[src/hdl/som_pkg.sv]
// Shared types, constants and codes for the servo output mixer.
// Used by every module of the mixer; depends on nothing else.
package som_pkg;

    // Field widths.
    localparam int CMD_W      = 12;
    localparam int PULSE_W    = 12;
    localparam int TERM_W     = 14;
    localparam int SUM_W      = 15;
    localparam int CFG_W      = 36;
    localparam int CFG_IDX_W  = 3;

    // Servo counts: limit lanes held in the registers, mix slots a mode can drive.
    localparam int SERVO_COUNT_DEF = 6;
    localparam int LANE_COUNT      = 6;
    localparam int MIX_SLOTS       = 5;

    // Depth of the queue between the front and back parts.
    localparam int QUEUE_DEPTH = 2;

    // Quadcopter divide by five, done as a multiply by a rounded-up reciprocal.
    localparam int QUAD_DIV   = 5;
    localparam int QUAD_SHIFT = 16;
    localparam int QUAD_RECIP = ((1 << QUAD_SHIFT) + QUAD_DIV - 1) / QUAD_DIV;

    // Register reset values, three 12-bit lanes each.
    localparam logic [CFG_W-1:0] NEUTRAL_RST = 36'd25171969500;
    localparam logic [CFG_W-1:0] MIN_RST     = 36'd16781313000;
    localparam logic [CFG_W-1:0] MAX_RST     = 36'd33562626000;

    typedef enum logic [1:0] {
        MODE_AILERON     = 2'd0,
        MODE_DELTA_PLUS  = 2'd1,
        MODE_DELTA_MINUS = 2'd2,
        MODE_QUAD        = 2'd3
    } t_mix_mode;

    typedef enum logic [CFG_IDX_W-1:0] {
        CFG_MIX_MODE  = 3'd0,
        CFG_REVERSE   = 3'd1,
        CFG_NEUTRAL_A = 3'd2,
        CFG_NEUTRAL_B = 3'd3,
        CFG_MIN_A     = 3'd4,
        CFG_MIN_B     = 3'd5,
        CFG_MAX_A     = 3'd6,
        CFG_MAX_B     = 3'd7
    } t_cfg_idx;

    typedef struct packed {
        logic signed [CMD_W-1:0] pitch_cmd;
        logic signed [CMD_W-1:0] roll_cmd;
        logic signed [CMD_W-1:0] yaw_cmd;
        logic signed [CMD_W-1:0] throttle_cmd;
    } t_cmd_set;

    typedef struct packed {
        logic [PULSE_W-1:0] pulse_0;
        logic [PULSE_W-1:0] pulse_1;
        logic [PULSE_W-1:0] pulse_2;
        logic [PULSE_W-1:0] pulse_3;
        logic [PULSE_W-1:0] pulse_4;
        logic [PULSE_W-1:0] pulse_5;
    } t_pulse_set;

    // One classified item: signed mix term per slot and which slots are driven.
    typedef struct packed {
        logic [MIX_SLOTS-1:0]             drive;
        logic [MIX_SLOTS-1:0][TERM_W-1:0] term;
    } t_mix_item;

    // Per-servo limits, lane 0 lowest.
    typedef struct packed {
        logic [LANE_COUNT-1:0][PULSE_W-1:0] neutral;
        logic [LANE_COUNT-1:0][PULSE_W-1:0] min;
        logic [LANE_COUNT-1:0][PULSE_W-1:0] max;
    } t_limits;

    typedef struct packed {
        logic empty;
        logic full;
    } t_q_status;

endpackage

[src/hdl/som_front.sv]
// Front part of the mixer: takes command beats and works out the mix terms.
// Depends on som_pkg.
module som_front (
    input  logic                 i_valid,
    input  som_pkg::t_cmd_set    i_cmd,
    input  som_pkg::t_mix_mode   i_mix_mode,
    input  logic [4:0]           i_reverse,
    input  som_pkg::t_q_status   i_q_status,
    output logic                 o_stall,
    output logic                 o_push,
    output som_pkg::t_mix_item   o_item
);

    // Signed divide by five, truncating toward zero, via a reciprocal multiply.
    function automatic logic signed [som_pkg::TERM_W-1:0] f_div5(
        input logic signed [som_pkg::CMD_W-1:0] x
    );
        logic [som_pkg::CMD_W-1:0]                   mag;
        logic [som_pkg::CMD_W+som_pkg::QUAD_SHIFT-1:0] prod;
        logic [som_pkg::TERM_W-1:0]                  q;
        mag  = x[som_pkg::CMD_W-1] ? som_pkg::CMD_W'(-x) : som_pkg::CMD_W'(x);
        prod = (som_pkg::CMD_W+som_pkg::QUAD_SHIFT)'(mag)
             * (som_pkg::CMD_W+som_pkg::QUAD_SHIFT)'(som_pkg::QUAD_RECIP);
        q    = som_pkg::TERM_W'(prod >> som_pkg::QUAD_SHIFT);
        return x[som_pkg::CMD_W-1] ? -q : q;
    endfunction

    logic signed [som_pkg::TERM_W-1:0] e;
    logic signed [som_pkg::TERM_W-1:0] a;
    logic signed [som_pkg::TERM_W-1:0] y;
    logic signed [som_pkg::TERM_W-1:0] m;
    logic signed [som_pkg::TERM_W-1:0] e5;
    logic signed [som_pkg::TERM_W-1:0] a5;
    logic signed [som_pkg::TERM_W-1:0] y5;

    // Accept whenever the queue has room.
    assign o_stall = i_q_status.full;
    assign o_push  = i_valid && !i_q_status.full;

    // Sign-extend the commands to the term width.
    assign e = som_pkg::TERM_W'(i_cmd.pitch_cmd);
    assign a = som_pkg::TERM_W'(i_cmd.roll_cmd);
    assign y = som_pkg::TERM_W'(i_cmd.yaw_cmd);
    assign m = som_pkg::TERM_W'(i_cmd.throttle_cmd);

    assign e5 = f_div5(i_cmd.pitch_cmd);
    assign a5 = f_div5(i_cmd.roll_cmd);
    assign y5 = f_div5(i_cmd.yaw_cmd);

    // Mode decode: terms and drive mask per slot.
    always_comb begin
        o_item = '0;
        unique case (i_mix_mode)
            som_pkg::MODE_DELTA_PLUS: begin
                o_item.term[0] = i_reverse[0] ? a + e : -a - e;
                o_item.term[1] = i_reverse[1] ? a - e : -a + e;
                o_item.term[3] = i_reverse[3] ? -m : m;
                o_item.drive   = 5'b01011;
            end
            som_pkg::MODE_DELTA_MINUS: begin
                o_item.term[0] = i_reverse[0] ? a - e : -a + e;
                o_item.term[1] = i_reverse[1] ? a + e : -a - e;
                o_item.term[3] = i_reverse[3] ? -m : m;
                o_item.drive   = 5'b01011;
            end
            som_pkg::MODE_QUAD: begin
                o_item.term[0] = m + a5 + y5;
                o_item.term[1] = m + e5 - y5;
                o_item.term[2] = m - a5 + y5;
                o_item.term[3] = m - e5 - y5;
                o_item.drive   = 5'b01111;
            end
            som_pkg::MODE_AILERON: begin
                o_item.term[0] = i_reverse[0] ? -a : a;
                o_item.term[1] = i_reverse[1] ? a : -a;
                o_item.term[2] = i_reverse[2] ? -e : e;
                o_item.term[3] = i_reverse[3] ? -m : m;
                o_item.term[4] = i_reverse[4] ? y : -y;
                o_item.drive   = 5'b11111;
            end
        endcase
    end

endmodule

[src/hdl/som_queue.sv]
// Short queue of classified items between the front and back parts.
// Depends on som_pkg.
module som_queue (
    input  logic                i_clk,
    input  logic                i_rst_n,
    input  logic                i_push,
    input  som_pkg::t_mix_item  i_item,
    input  logic                i_pop,
    output som_pkg::t_mix_item  o_item,
    output som_pkg::t_q_status  o_status
);

    localparam int DEPTH = som_pkg::QUEUE_DEPTH;
    localparam int PTR_W = (DEPTH > 1) ? $clog2(DEPTH) : 1;
    localparam int CNT_W = $clog2(DEPTH + 1);

    som_pkg::t_mix_item r_mem [DEPTH];
    logic [PTR_W-1:0]   r_wr_ptr;
    logic [PTR_W-1:0]   r_rd_ptr;
    logic [CNT_W-1:0]   r_count;
    logic [PTR_W-1:0]   n_wr_ptr;
    logic [PTR_W-1:0]   n_rd_ptr;

    assign o_status.empty = (r_count == '0);
    assign o_status.full  = (r_count == CNT_W'(DEPTH));
    assign o_item         = r_mem[r_rd_ptr];

    // Pointer wrap.
    assign n_wr_ptr = (r_wr_ptr == PTR_W'(DEPTH - 1)) ? '0 : r_wr_ptr + 1'b1;
    assign n_rd_ptr = (r_rd_ptr == PTR_W'(DEPTH - 1)) ? '0 : r_rd_ptr + 1'b1;

    // Pointers and fill count.
    always_ff @(posedge i_clk) begin
        if (!i_rst_n) begin
            r_wr_ptr <= '0;
            r_rd_ptr <= '0;
            r_count  <= '0;
        end else begin
            if (i_push) begin
                r_wr_ptr <= n_wr_ptr;
            end
            if (i_pop) begin
                r_rd_ptr <= n_rd_ptr;
            end
            if (i_push && !i_pop) begin
                r_count <= r_count + 1'b1;
            end else if (i_pop && !i_push) begin
                r_count <= r_count - 1'b1;
            end
        end
    end

    // Entry storage.
    always_ff @(posedge i_clk) begin
        if (i_push) begin
            r_mem[r_wr_ptr] <= i_item;
        end
    end

endmodule

[src/hdl/som_back.sv]
// Back part of the mixer: adds neutrals, clamps, holds pulses and drives the output.
// Depends on som_pkg.
module som_back #(
    parameter int SERVO_COUNT = som_pkg::SERVO_COUNT_DEF
) (
    input  logic                i_clk,
    input  logic                i_rst_n,
    input  som_pkg::t_q_status  i_q_status,
    input  som_pkg::t_mix_item  i_item,
    input  som_pkg::t_limits    i_limits,
    input  logic                i_stall,
    output logic                o_pop,
    output logic                o_valid,
    output som_pkg::t_pulse_set o_data
);

    logic [SERVO_COUNT-1:0][som_pkg::PULSE_W-1:0] r_held;
    logic [SERVO_COUNT-1:0][som_pkg::PULSE_W-1:0] n_held;
    logic                                         r_valid;
    logic [som_pkg::LANE_COUNT-1:0][som_pkg::PULSE_W-1:0] pulse_arr;

    // Take the next item once the output beat is free or leaving.
    assign o_pop   = !i_q_status.empty && (!r_valid || !i_stall);
    assign o_valid = r_valid;

    // Per-servo sum and clamp: maximum first, then minimum.
    for (genvar g = 0; g < SERVO_COUNT; g++) begin : g_servo
        logic signed [som_pkg::SUM_W-1:0] sum;
        logic signed [som_pkg::SUM_W-1:0] hi;
        logic signed [som_pkg::SUM_W-1:0] lo;
        logic signed [som_pkg::SUM_W-1:0] clip_hi;
        logic                             drv;
        logic signed [som_pkg::SUM_W-1:0] term;
        logic signed [som_pkg::SUM_W-1:0] neutral;

        if (g < som_pkg::MIX_SLOTS) begin : g_slot
            assign drv  = i_item.drive[g];
            assign term = som_pkg::SUM_W'($signed(i_item.term[g]));
        end else begin : g_noslot
            assign drv  = 1'b0;
            assign term = '0;
        end

        if (g < som_pkg::LANE_COUNT) begin : g_lane
            assign neutral = $signed({3'b000, i_limits.neutral[g]});
            assign hi      = $signed({3'b000, i_limits.max[g]});
            assign lo      = $signed({3'b000, i_limits.min[g]});
        end else begin : g_nolane
            assign neutral = '0;
            assign hi      = '0;
            assign lo      = '0;
        end

        assign sum     = drv ? term + neutral : $signed({3'b000, r_held[g]});
        assign clip_hi = (sum > hi) ? hi : sum;
        assign n_held[g] = (clip_hi < lo) ? lo[som_pkg::PULSE_W-1:0]
                                          : clip_hi[som_pkg::PULSE_W-1:0];
    end

    // Held pulses and output valid.
    always_ff @(posedge i_clk) begin
        if (!i_rst_n) begin
            r_held  <= '0;
            r_valid <= 1'b0;
        end else begin
            if (o_pop) begin
                r_held  <= n_held;
                r_valid <= 1'b1;
            end else if (!i_stall) begin
                r_valid <= 1'b0;
            end
        end
    end

    // Output fields; fields without a servo read zero.
    for (genvar k = 0; k < som_pkg::LANE_COUNT; k++) begin : g_out
        if (k < SERVO_COUNT) begin : g_have
            assign pulse_arr[k] = r_held[k];
        end else begin : g_none
            assign pulse_arr[k] = '0;
        end
    end

    assign o_data.pulse_0 = pulse_arr[0];
    assign o_data.pulse_1 = pulse_arr[1];
    assign o_data.pulse_2 = pulse_arr[2];
    assign o_data.pulse_3 = pulse_arr[3];
    assign o_data.pulse_4 = pulse_arr[4];
    assign o_data.pulse_5 = pulse_arr[5];

endmodule

[src/hdl/servo_output_mixer_core.sv]
// Top level of the servo output mixer: configuration registers and part wiring.
// Depends on som_pkg, som_front, som_queue and som_back.
//
//  Channel   Direction  Signals                              Beat
//  command   in         i_valid, o_stall, i_data             pitch, roll, yaw, throttle
//  pulses    out        o_valid, i_stall, o_data             six clamped pulse widths
//  config    in         i_cfg_we, i_cfg_idx, i_cfg_wdata     one register write
//
// One command beat is taken per cycle while o_stall is low; a pulse beat leaves
// through the queue entry and then the clamp into the held registers.
// The front multiplies by the reciprocal of five and the back does one add
// and two compares per servo, so nothing iterates.
// Reset is synchronous and active low; it restores the register defaults and
// clears the held pulses. A stalled pulse beat holds; o_stall rises once the
// two-entry queue is full.
module servo_output_mixer_core #(
    parameter int SERVO_COUNT = som_pkg::SERVO_COUNT_DEF
) (
    input  logic                               i_clk,
    input  logic                               i_rst_n,
    input  logic                               i_valid,
    output logic                               o_stall,
    input  som_pkg::t_cmd_set                  i_data,
    output logic                               o_valid,
    input  logic                               i_stall,
    output som_pkg::t_pulse_set                o_data,
    input  logic                               i_cfg_we,
    input  logic [som_pkg::CFG_IDX_W-1:0]      i_cfg_idx,
    input  logic [som_pkg::CFG_W-1:0]          i_cfg_wdata
);

    som_pkg::t_mix_mode         r_mix_mode;
    logic [4:0]                 r_reverse;
    logic [som_pkg::CFG_W-1:0]  r_neutral_a;
    logic [som_pkg::CFG_W-1:0]  r_neutral_b;
    logic [som_pkg::CFG_W-1:0]  r_min_a;
    logic [som_pkg::CFG_W-1:0]  r_min_b;
    logic [som_pkg::CFG_W-1:0]  r_max_a;
    logic [som_pkg::CFG_W-1:0]  r_max_b;

    som_pkg::t_limits    limits;
    som_pkg::t_q_status  q_status;
    som_pkg::t_mix_item  push_item;
    som_pkg::t_mix_item  head_item;
    logic                push;
    logic                pop;

    // Configuration registers.
    always_ff @(posedge i_clk) begin
        if (!i_rst_n) begin
            r_mix_mode  <= som_pkg::MODE_AILERON;
            r_reverse   <= '0;
            r_neutral_a <= som_pkg::NEUTRAL_RST;
            r_neutral_b <= som_pkg::NEUTRAL_RST;
            r_min_a     <= som_pkg::MIN_RST;
            r_min_b     <= som_pkg::MIN_RST;
            r_max_a     <= som_pkg::MAX_RST;
            r_max_b     <= som_pkg::MAX_RST;
        end else if (i_cfg_we) begin
            unique case (som_pkg::t_cfg_idx'(i_cfg_idx))
                som_pkg::CFG_MIX_MODE:  r_mix_mode  <= som_pkg::t_mix_mode'(i_cfg_wdata[1:0]);
                som_pkg::CFG_REVERSE:   r_reverse   <= i_cfg_wdata[4:0];
                som_pkg::CFG_NEUTRAL_A: r_neutral_a <= i_cfg_wdata;
                som_pkg::CFG_NEUTRAL_B: r_neutral_b <= i_cfg_wdata;
                som_pkg::CFG_MIN_A:     r_min_a     <= i_cfg_wdata;
                som_pkg::CFG_MIN_B:     r_min_b     <= i_cfg_wdata;
                som_pkg::CFG_MAX_A:     r_max_a     <= i_cfg_wdata;
                som_pkg::CFG_MAX_B:     r_max_b     <= i_cfg_wdata;
            endcase
        end
    end

    // Unpack the limit registers into per-servo lanes.
    assign limits.neutral = {r_neutral_b, r_neutral_a};
    assign limits.min     = {r_min_b, r_min_a};
    assign limits.max     = {r_max_b, r_max_a};

    som_front u_front (
        .i_valid    (i_valid),
        .i_cmd      (i_data),
        .i_mix_mode (r_mix_mode),
        .i_reverse  (r_reverse),
        .i_q_status (q_status),
        .o_stall    (o_stall),
        .o_push     (push),
        .o_item     (push_item)
    );

    som_queue u_queue (
        .i_clk    (i_clk),
        .i_rst_n  (i_rst_n),
        .i_push   (push),
        .i_item   (push_item),
        .i_pop    (pop),
        .o_item   (head_item),
        .o_status (q_status)
    );

    som_back #(
        .SERVO_COUNT (SERVO_COUNT)
    ) u_back (
        .i_clk      (i_clk),
        .i_rst_n    (i_rst_n),
        .i_q_status (q_status),
        .i_item     (head_item),
        .i_limits   (limits),
        .i_stall    (i_stall),
        .o_pop      (pop),
        .o_valid    (o_valid),
        .o_data     (o_data)
    );

`ifndef SYNTH
    // An accepted command beat is waiting in the queue on the next cycle.
    a_push_fills: assert property (@(posedge i_clk) disable iff (!i_rst_n)
        (i_valid && !o_stall) |=> !q_status.empty)
        else $error("accepted command beat missing from the queue");

    // Every item taken from the queue becomes a pulse beat.
    a_pop_shows: assert property (@(posedge i_clk) disable iff (!i_rst_n)
        pop |=> o_valid)
        else $error("popped item did not reach the output");

    // Servo 0 is always within its maximum, or pinned at its minimum.
    a_clamp0: assert property (@(posedge i_clk) disable iff (!i_rst_n)
        o_valid |-> (o_data.pulse_0 <= r_max_a[11:0]) || (o_data.pulse_0 == r_min_a[11:0]))
        else $error("servo 0 pulse outside its limits");
`endif

endmodule
[config.mk]
export PLATFORM = sky130hd
export DESIGN_NAME = servo_output_mixer_core
export DESIGN_NICKNAME = d
export VERILOG_FILES = /design/src/hdl/som_pkg.sv /design/src/hdl/som_front.sv /design/src/hdl/som_queue.sv /design/src/hdl/som_back.sv /design/src/hdl/servo_output_mixer_core.sv
export SDC_FILE = /design/constraint.sdc
export NUM_CORES = 2
export LEC_CHECK = 0
export BUFFER_PORTS_ARGS = -buffer_cell sky130_fd_sc_hd__buf_2
export CORE_MARGIN = 2
export CORE_UTILIZATION = 35
export CTS_BUF_LIST = sky130_fd_sc_hd__clkbuf_16
export DETAILED_ROUTE_END_ITERATION = 16
export SYNTH_ARGS = -nofsm -noshare
export SYNTH_HDL_FRONTEND = slang
export SYNTH_SLANG_ARGS = --single-unit
[constraint.sdc]
create_clock -name i_clk -period 12.8 [get_ports i_clk]
set_clock_uncertainty 0.2 [all_clocks]
set_input_delay 0.64 -clock i_clk [delete_from_list [all_inputs] [get_ports i_clk]]
set_output_delay 0.64 -clock i_clk [all_outputs]
set_load 0.005 [all_outputs]
Yosys cells after proc, flatten, opt, wreduce, memory -nomap -nowiden
Memory sizes are Yosys's and may differ from the RTL's. A register that Yosys moved wholly into a read port is not among the register bits.
Cells that the tools add are included.
Storage, ports and cells
  register bits: 288
  bits in writable memories: 150
  logic and storage cells: 149
  memories kept: 1
Memories
  u_queue.r_mem: depth 2, bits a word 75, read ports 1, clocked after memory_dff 1, write ports 1, line som_queue.sv:17  | som_pkg::t_mix_item r_mem [DEPTH];
Cells by class
  add/sub/neg operators: 31
  multiply operators: 3
  order comparisons: 12
  eq/ne operators: 12
  multiplexer cells: 47
  reductions and logical operators: 25
Operators with widths (number)
  14-bit 2-to-1 mux: 13
  15-bit 2-to-1 mux: 10
  12-bit 2-to-1 mux: 10
  28-bit one-hot mux with 4 select lines: 1
  15-bit by 13-bit < comparator with 1-bit output: 6
  14-bit by 13-bit adder with 15-bit output: 5
  15-bit by 13-bit greater-than comparator with 1-bit output: 5
  12-bit by 12-bit multiplier with 24-bit output (second input constant): 3
  12-bit negator with 14-bit output: 4
  14-bit one-hot mux with 2 select lines: 2
  10-bit negator with 14-bit output: 3
  12-bit negator: 3
  12-bit by 14-bit adder with 14-bit output: 2
  14-bit adder: 2
  12-bit by 14-bit subtractor with 14-bit output: 2
  14-bit subtractor: 2
  2-bit AND reduction: 8
  5-bit one-hot mux with 3 select lines: 1
  14-bit by 12-bit adder with 14-bit output: 1
  14-bit by 12-bit subtractor with 14-bit output: 1
  12-bit by 12-bit adder with 13-bit output: 1
  12-bit by 12-bit subtractor with 13-bit output: 1
  3-bit == test (second input constant): 4
  12-bit greater-than comparator: 1
  other kinds (18): 39

Logic depth before layout (Yosys ltp)
  depth after elaboration: 8
  depth in mapped cells: 43
  mapped depth without buffers: 41

By module
A second synthesis with hierarchy kept.
Second synthesis, totals
  cell total of the unflattened synthesis: 4832
  area, all modules: 43945.9 um2
By module, submodules not included
  som_front: times used 1, cells each 2260, area an instance 17694.5 um2
  som_back: times used 1, cells each 1522, area an instance 12029.0 um2
  servo_output_mixer_core: times used 1, cells each 795, area an instance 8580.7 um2
  som_queue: times used 1, cells each 255, area an instance 5641.7 um2

Worst setup path after synthesis
OpenSTA, ideal clock, no wires.
  path type: input-to-reg
  start: in i_data[26] in the netlist's numbering
  end: mem u_queue.r_mem[0][13] in the netlist's numbering (data pin)
  setup time: 262 ps
  arrival: 9353 ps
  data required time: 12338 ps
  setup slack: 2985 ps
  stages: 41
  path buffers: 3
  cells stage by stage: buf_6 or3_4 buf_6 or3_1 buf_2 or3_1 nand2_1 xnor2_1 ha_1 inv_1 fa_1 inv_1 fa_1 fa_1 fa_1 ha_1 and4_1 a21oi_1 [... 5 more ...] nand2b_1 a22o_1 a22oi_1 xnor2_1 fa_1 inv_1 ha_1 inv_1 o21bai_1 a21oi_1 o21bai_1 a21oi_1 o21ai_0 o41ai_1 xnor2_1 xnor3_1 a211oi_1 nor2_1
RTL lines
  start: declaration: line servo_output_mixer_core.sv:23  | input som_pkg::t_cmd_set i_data,
  end: declaration: line som_queue.sv:17

==> run_summary.xml <==
<?xml version="1.0" encoding="UTF-8"?>
<metrics>
  <group name="status">
    <metric name="run_status" unit="">finished clean</metric>
  </group>
  <group name="sta">
    <metric name="max_clock_freq" unit="MHz">95.60</metric>
    <metric name="timing.final.setup_violations" unit="">0</metric>
    <metric name="hold_violation_total_from_the_final_report" unit="">0</metric>
    <metric name="timing.slew.headroom" unit="%">28.23</metric>
    <metric name="tightestPinTransition" unit="ns">1.077</metric>
    <metric name="setup_repair_after_global_routing_missed_its_margin" unit="">false</metric>
    <metric name="finalSetupTns" unit="ns">0</metric>
    <metric name="timing.final.crit_period" unit="ns">10.46</metric>
    <metric name="final_max_slew_viol_count" unit="">0</metric>
    <metric name="timing.final.crit_share" unit="%">81.72</metric>
    <metric name="finalHoldWorstSlack" unit="ns">0.1503</metric>
  </group>
  <group name="clock_network">
    <metric name="cts_tree" unit="">yes</metric>
    <metric name="clock_insertion_delay_worst_skew" unit="ns">0.57</metric>
    <metric name="total_number_of_clock_tree_sinks" unit="">433</metric>
    <metric name="cts_hold_repair.buffers" unit="">0</metric>
    <metric name="ctsRootBufferMaster" unit="">clkbuf_16</metric>
    <metric name="cts-buffers-inserted" unit="">42</metric>
    <metric name="cts.reportedPaths.clkPinSlew" unit="ns">0.07</metric>
    <metric name="post_cts.resized_instances" unit="">0</metric>
    <metric name="post-cts-setup-buffers" unit="">0</metric>
    <metric name="cts-root-to-sink-buffers" unit="">3</metric>
    <metric name="ctsHtreeMaxLevel" unit="">2</metric>
  </group>
  <group name="grt">
    <metric name="first_global_vias" unit="">32392</metric>
    <metric name="grt.overflow.total" unit="">0</metric>
    <metric name="antenna_violations_before_repair" unit="">16</metric>
    <metric name="global_route_wire_length_before_repair" unit="mm">184.3</metric>
    <metric name="grt_start_max_net_pins" unit="">84</metric>
    <metric name="grt.total_usage" unit="%">19.09</metric>
  </group>
  <group name="detailed_routing">
    <metric name="number_of_iterations_in_the_first_detailed_routing_pass" unit="">6</metric>
    <metric name="vias" unit="">33760</metric>
    <metric name="via_per_inst" unit="">5.254</metric>
    <metric name="route.detailed.wl_per_inst" unit="microns">18.42</metric>
    <metric name="routed_wl" unit="mm">118.4</metric>
    <metric name="post-route-drc-count" unit="">0</metric>
    <metric name="first_iter_violations" unit="">2163</metric>
    <metric name="detail-route-antenna-nets" unit="">0</metric>
  </group>
  <group name="die">
    <metric name="core.rowCount" unit="">126</metric>
    <metric name="die_w" unit="microns">347.6</metric>
    <metric name="floorplan.core_area" unit="sq um">117600</metric>
    <metric name="dieHeight" unit="microns">347.6</metric>
    <metric name="die_area" unit="sq um">120800</metric>
    <metric name="num_io_pins" unit="">166</metric>
    <metric name="start_util" unit="%">35.12</metric>
  </group>
  <group name="synth">
    <metric name="ys_seq_area_share" unit="%">24.47</metric>
    <metric name="yosysUniqueCellTypes" unit="">100</metric>
    <metric name="synth_edf_count" unit="">144</metric>
    <metric name="syn_area" unit="sq um">41310</metric>
    <metric name="synth_area_per_cell" unit="sq um">8.569</metric>
    <metric name="syn_nets" unit="">5661</metric>
    <metric name="synthCells" unit="">4821</metric>
    <metric name="yosys_warnings" unit="">0</metric>
    <metric name="postSynth.topFlopCell" unit="">dfxtp_1</metric>
    <metric name="yosys_reg_bits" unit="">433</metric>
    <metric name="cell_types_with_the_largest_area_share_after_synthesis" unit="">ha_1 17%, dfxtp_1 14%, edfxtp_1 10%</metric>
    <metric name="synth_top_area_cell" unit="">ha_1</metric>
    <metric name="yosys.cell_count.top_type" unit="">nand2_1</metric>
    <metric name="synthArstFlopShare" unit="%">0</metric>
    <metric name="synth.top_cells.by_count" unit="">609 x nand2_1, 587 x inv_1, 575 x ha_1</metric>
    <metric name="synth.top_cell.area_share" unit="%">17.42</metric>
  </group>
  <group name="setup_path">
    <metric name="worst-r2r-cell-count" unit="">34</metric>
    <metric name="worst-setup-path-type" unit="">input pin to register</metric>
    <metric name="timing.critical_path.depth" unit="">37</metric>
    <metric name="cp_slowest_cell" unit="">fa_1</metric>
    <metric name="max_stage_delay" unit="ns">0.56</metric>
    <metric name="timing.critical_path.buf_inv" unit="">6</metric>
    <metric name="path_delay_family" unit="">adder cells</metric>
    <metric name="start_kind" unit="">input pin</metric>
    <metric name="cp_data_arrival_time" unit="ns">10.56</metric>
    <metric name="worstPathMaxFanout" unit="">7</metric>
    <metric name="endpoint_kind" unit="">register</metric>
    <metric name="cp.required" unit="ns">12.90</metric>
  </group>
  <group name="cells_and_area">
    <metric name="area_delta_synth_final" unit="%">8.990</metric>
    <metric name="post_route_cells_drive_above_1_share" unit="%">9.615</metric>
    <metric name="design.final.nets" unit="">5695</metric>
    <metric name="layout.core_utilization" unit="%">38.28</metric>
  </group>
  <group name="min_path">
    <metric name="holdCritPathClass" unit="">input pin to register</metric>
    <metric name="hold_depth" unit="">3</metric>
  </group>
  <group name="place">
    <metric name="globalplace.congestion" unit="">0.8990</metric>
    <metric name="port_buffers" unit="">165</metric>
    <metric name="detailedPlacementHpwl" unit="mm">91.98</metric>
  </group>
  <group name="flow_run">
    <metric name="drv_cap" unit="">0</metric>
  </group>
</metrics>
==> cells by family after synthesis <==
logic type | count (synthesis) | synth area share, %
XOR/XNOR | 295 | 6.406
adder cells (fa/ha/maj) | 748 | 25.80
flip-flops | 433 | 24.47
AO/OA/AOI/OAI | 1032 | 16.24
AND/OR/NAND/NOR | 1330 | 14.79
multiplexers | 187 | 4.988
buffers and inverters | 796 | 7.306
==> layout by cell type (no fill, tap or decap), types with 142 or more instances in the layout <==
| cell | synthesis | routed |
|---|---|---|
| a21oi_1 | 312 | 311 |
| buf_2 | 12 | 164 |
| dfxtp_1 | 289 | 287 |
| edfxtp_1 | 144 | 144 |
| fa_1 | 173 | 173 |
| ha_1 | 575 | 573 |
| inv_1 | 587 | 595 |
| nand2_1 | 609 | 609 |
| nand3_1 | 142 | 142 |
| nor2_1 | 216 | 210 |
| o21ai_0 | 201 | 200 |
| xnor2_1 | 192 | 192 |
==> worst reg2reg max path: cells and delay by family, from the launching register on <==
family	cells	cell delay [ns]
adders and majority gates	4	1.26
buffers and inverters	2	0.88
xor gates and xnor gates	1	0.13
DFF	1	0.74
muxes	3	1.14
AOI/OAI and AO/OA	17	3.44
and+or+nand+nor	7	1.15
==> final cells by class <==
cell class                 count  area [sq um]
clock inverter                34         347.8
timing repair buffer         197          1072
multi-input combinational   3592         28270
fill                       11866         72580
antenna                        1         2.502
tap                         1536          1922
inverter                     589          2213
sequential                   433         10110
clock buffer                  43          1076
==> worst paths after layout <==
kind	start	to	slack, ns
setup reg to reg	register	u_back.o_data[55]$_SDFFE_PN0P_	3.71
setup / recovery	i_data[14]	u_queue.r_mem[1][13]$_DFFE_PP_	2.34
hold / removal	i_stall	u_back.o_valid$_SDFFE_PN0P_	0.15
hold reg to reg	r_min_a[14]$_SDFFE_PN0P_	r_min_a[14]$_SDFFE_PN0P_	0.26
==> metrics by stage <==
stage / area [sq um] / instances / setup WS, ns
2_1_floorplan: 41310 / 4821 / 2.985
3_3_place_gp: 43600 / 6347 / 1.900
3_5_place_dp: 43600 / 6347 / 1.820
4_1_cts: 45020 / 6424 / 2.362
5_1_grt: 45020 / 6425 / 1.651
6_report: 45020 / 6425 / 2.340
==> registers in the layout (all words and copies together) (netlist names), 24 cells and up, named ones only <==
name           cells
r_max_a           36
u_queue.r_mem    144
r_min_b           36
r_min_a           36
r_max_b           36
u_back.o_data     72
r_neutral_b       24
r_neutral_a       36
==> per-layer routing <==
layer,GRT usage [%],part of all wire (%),vias up
li1,-,-,16715
met1,26.06,46,16028
met2,30.97,44,815
met3,2.538,5.7,180
met4,6.449,3.7,22
met5,0,0.11,-
Power is left out: the tool's default activity adds up to more than one toggle a clock period on the data nets, which glitch-free logic cannot reach.
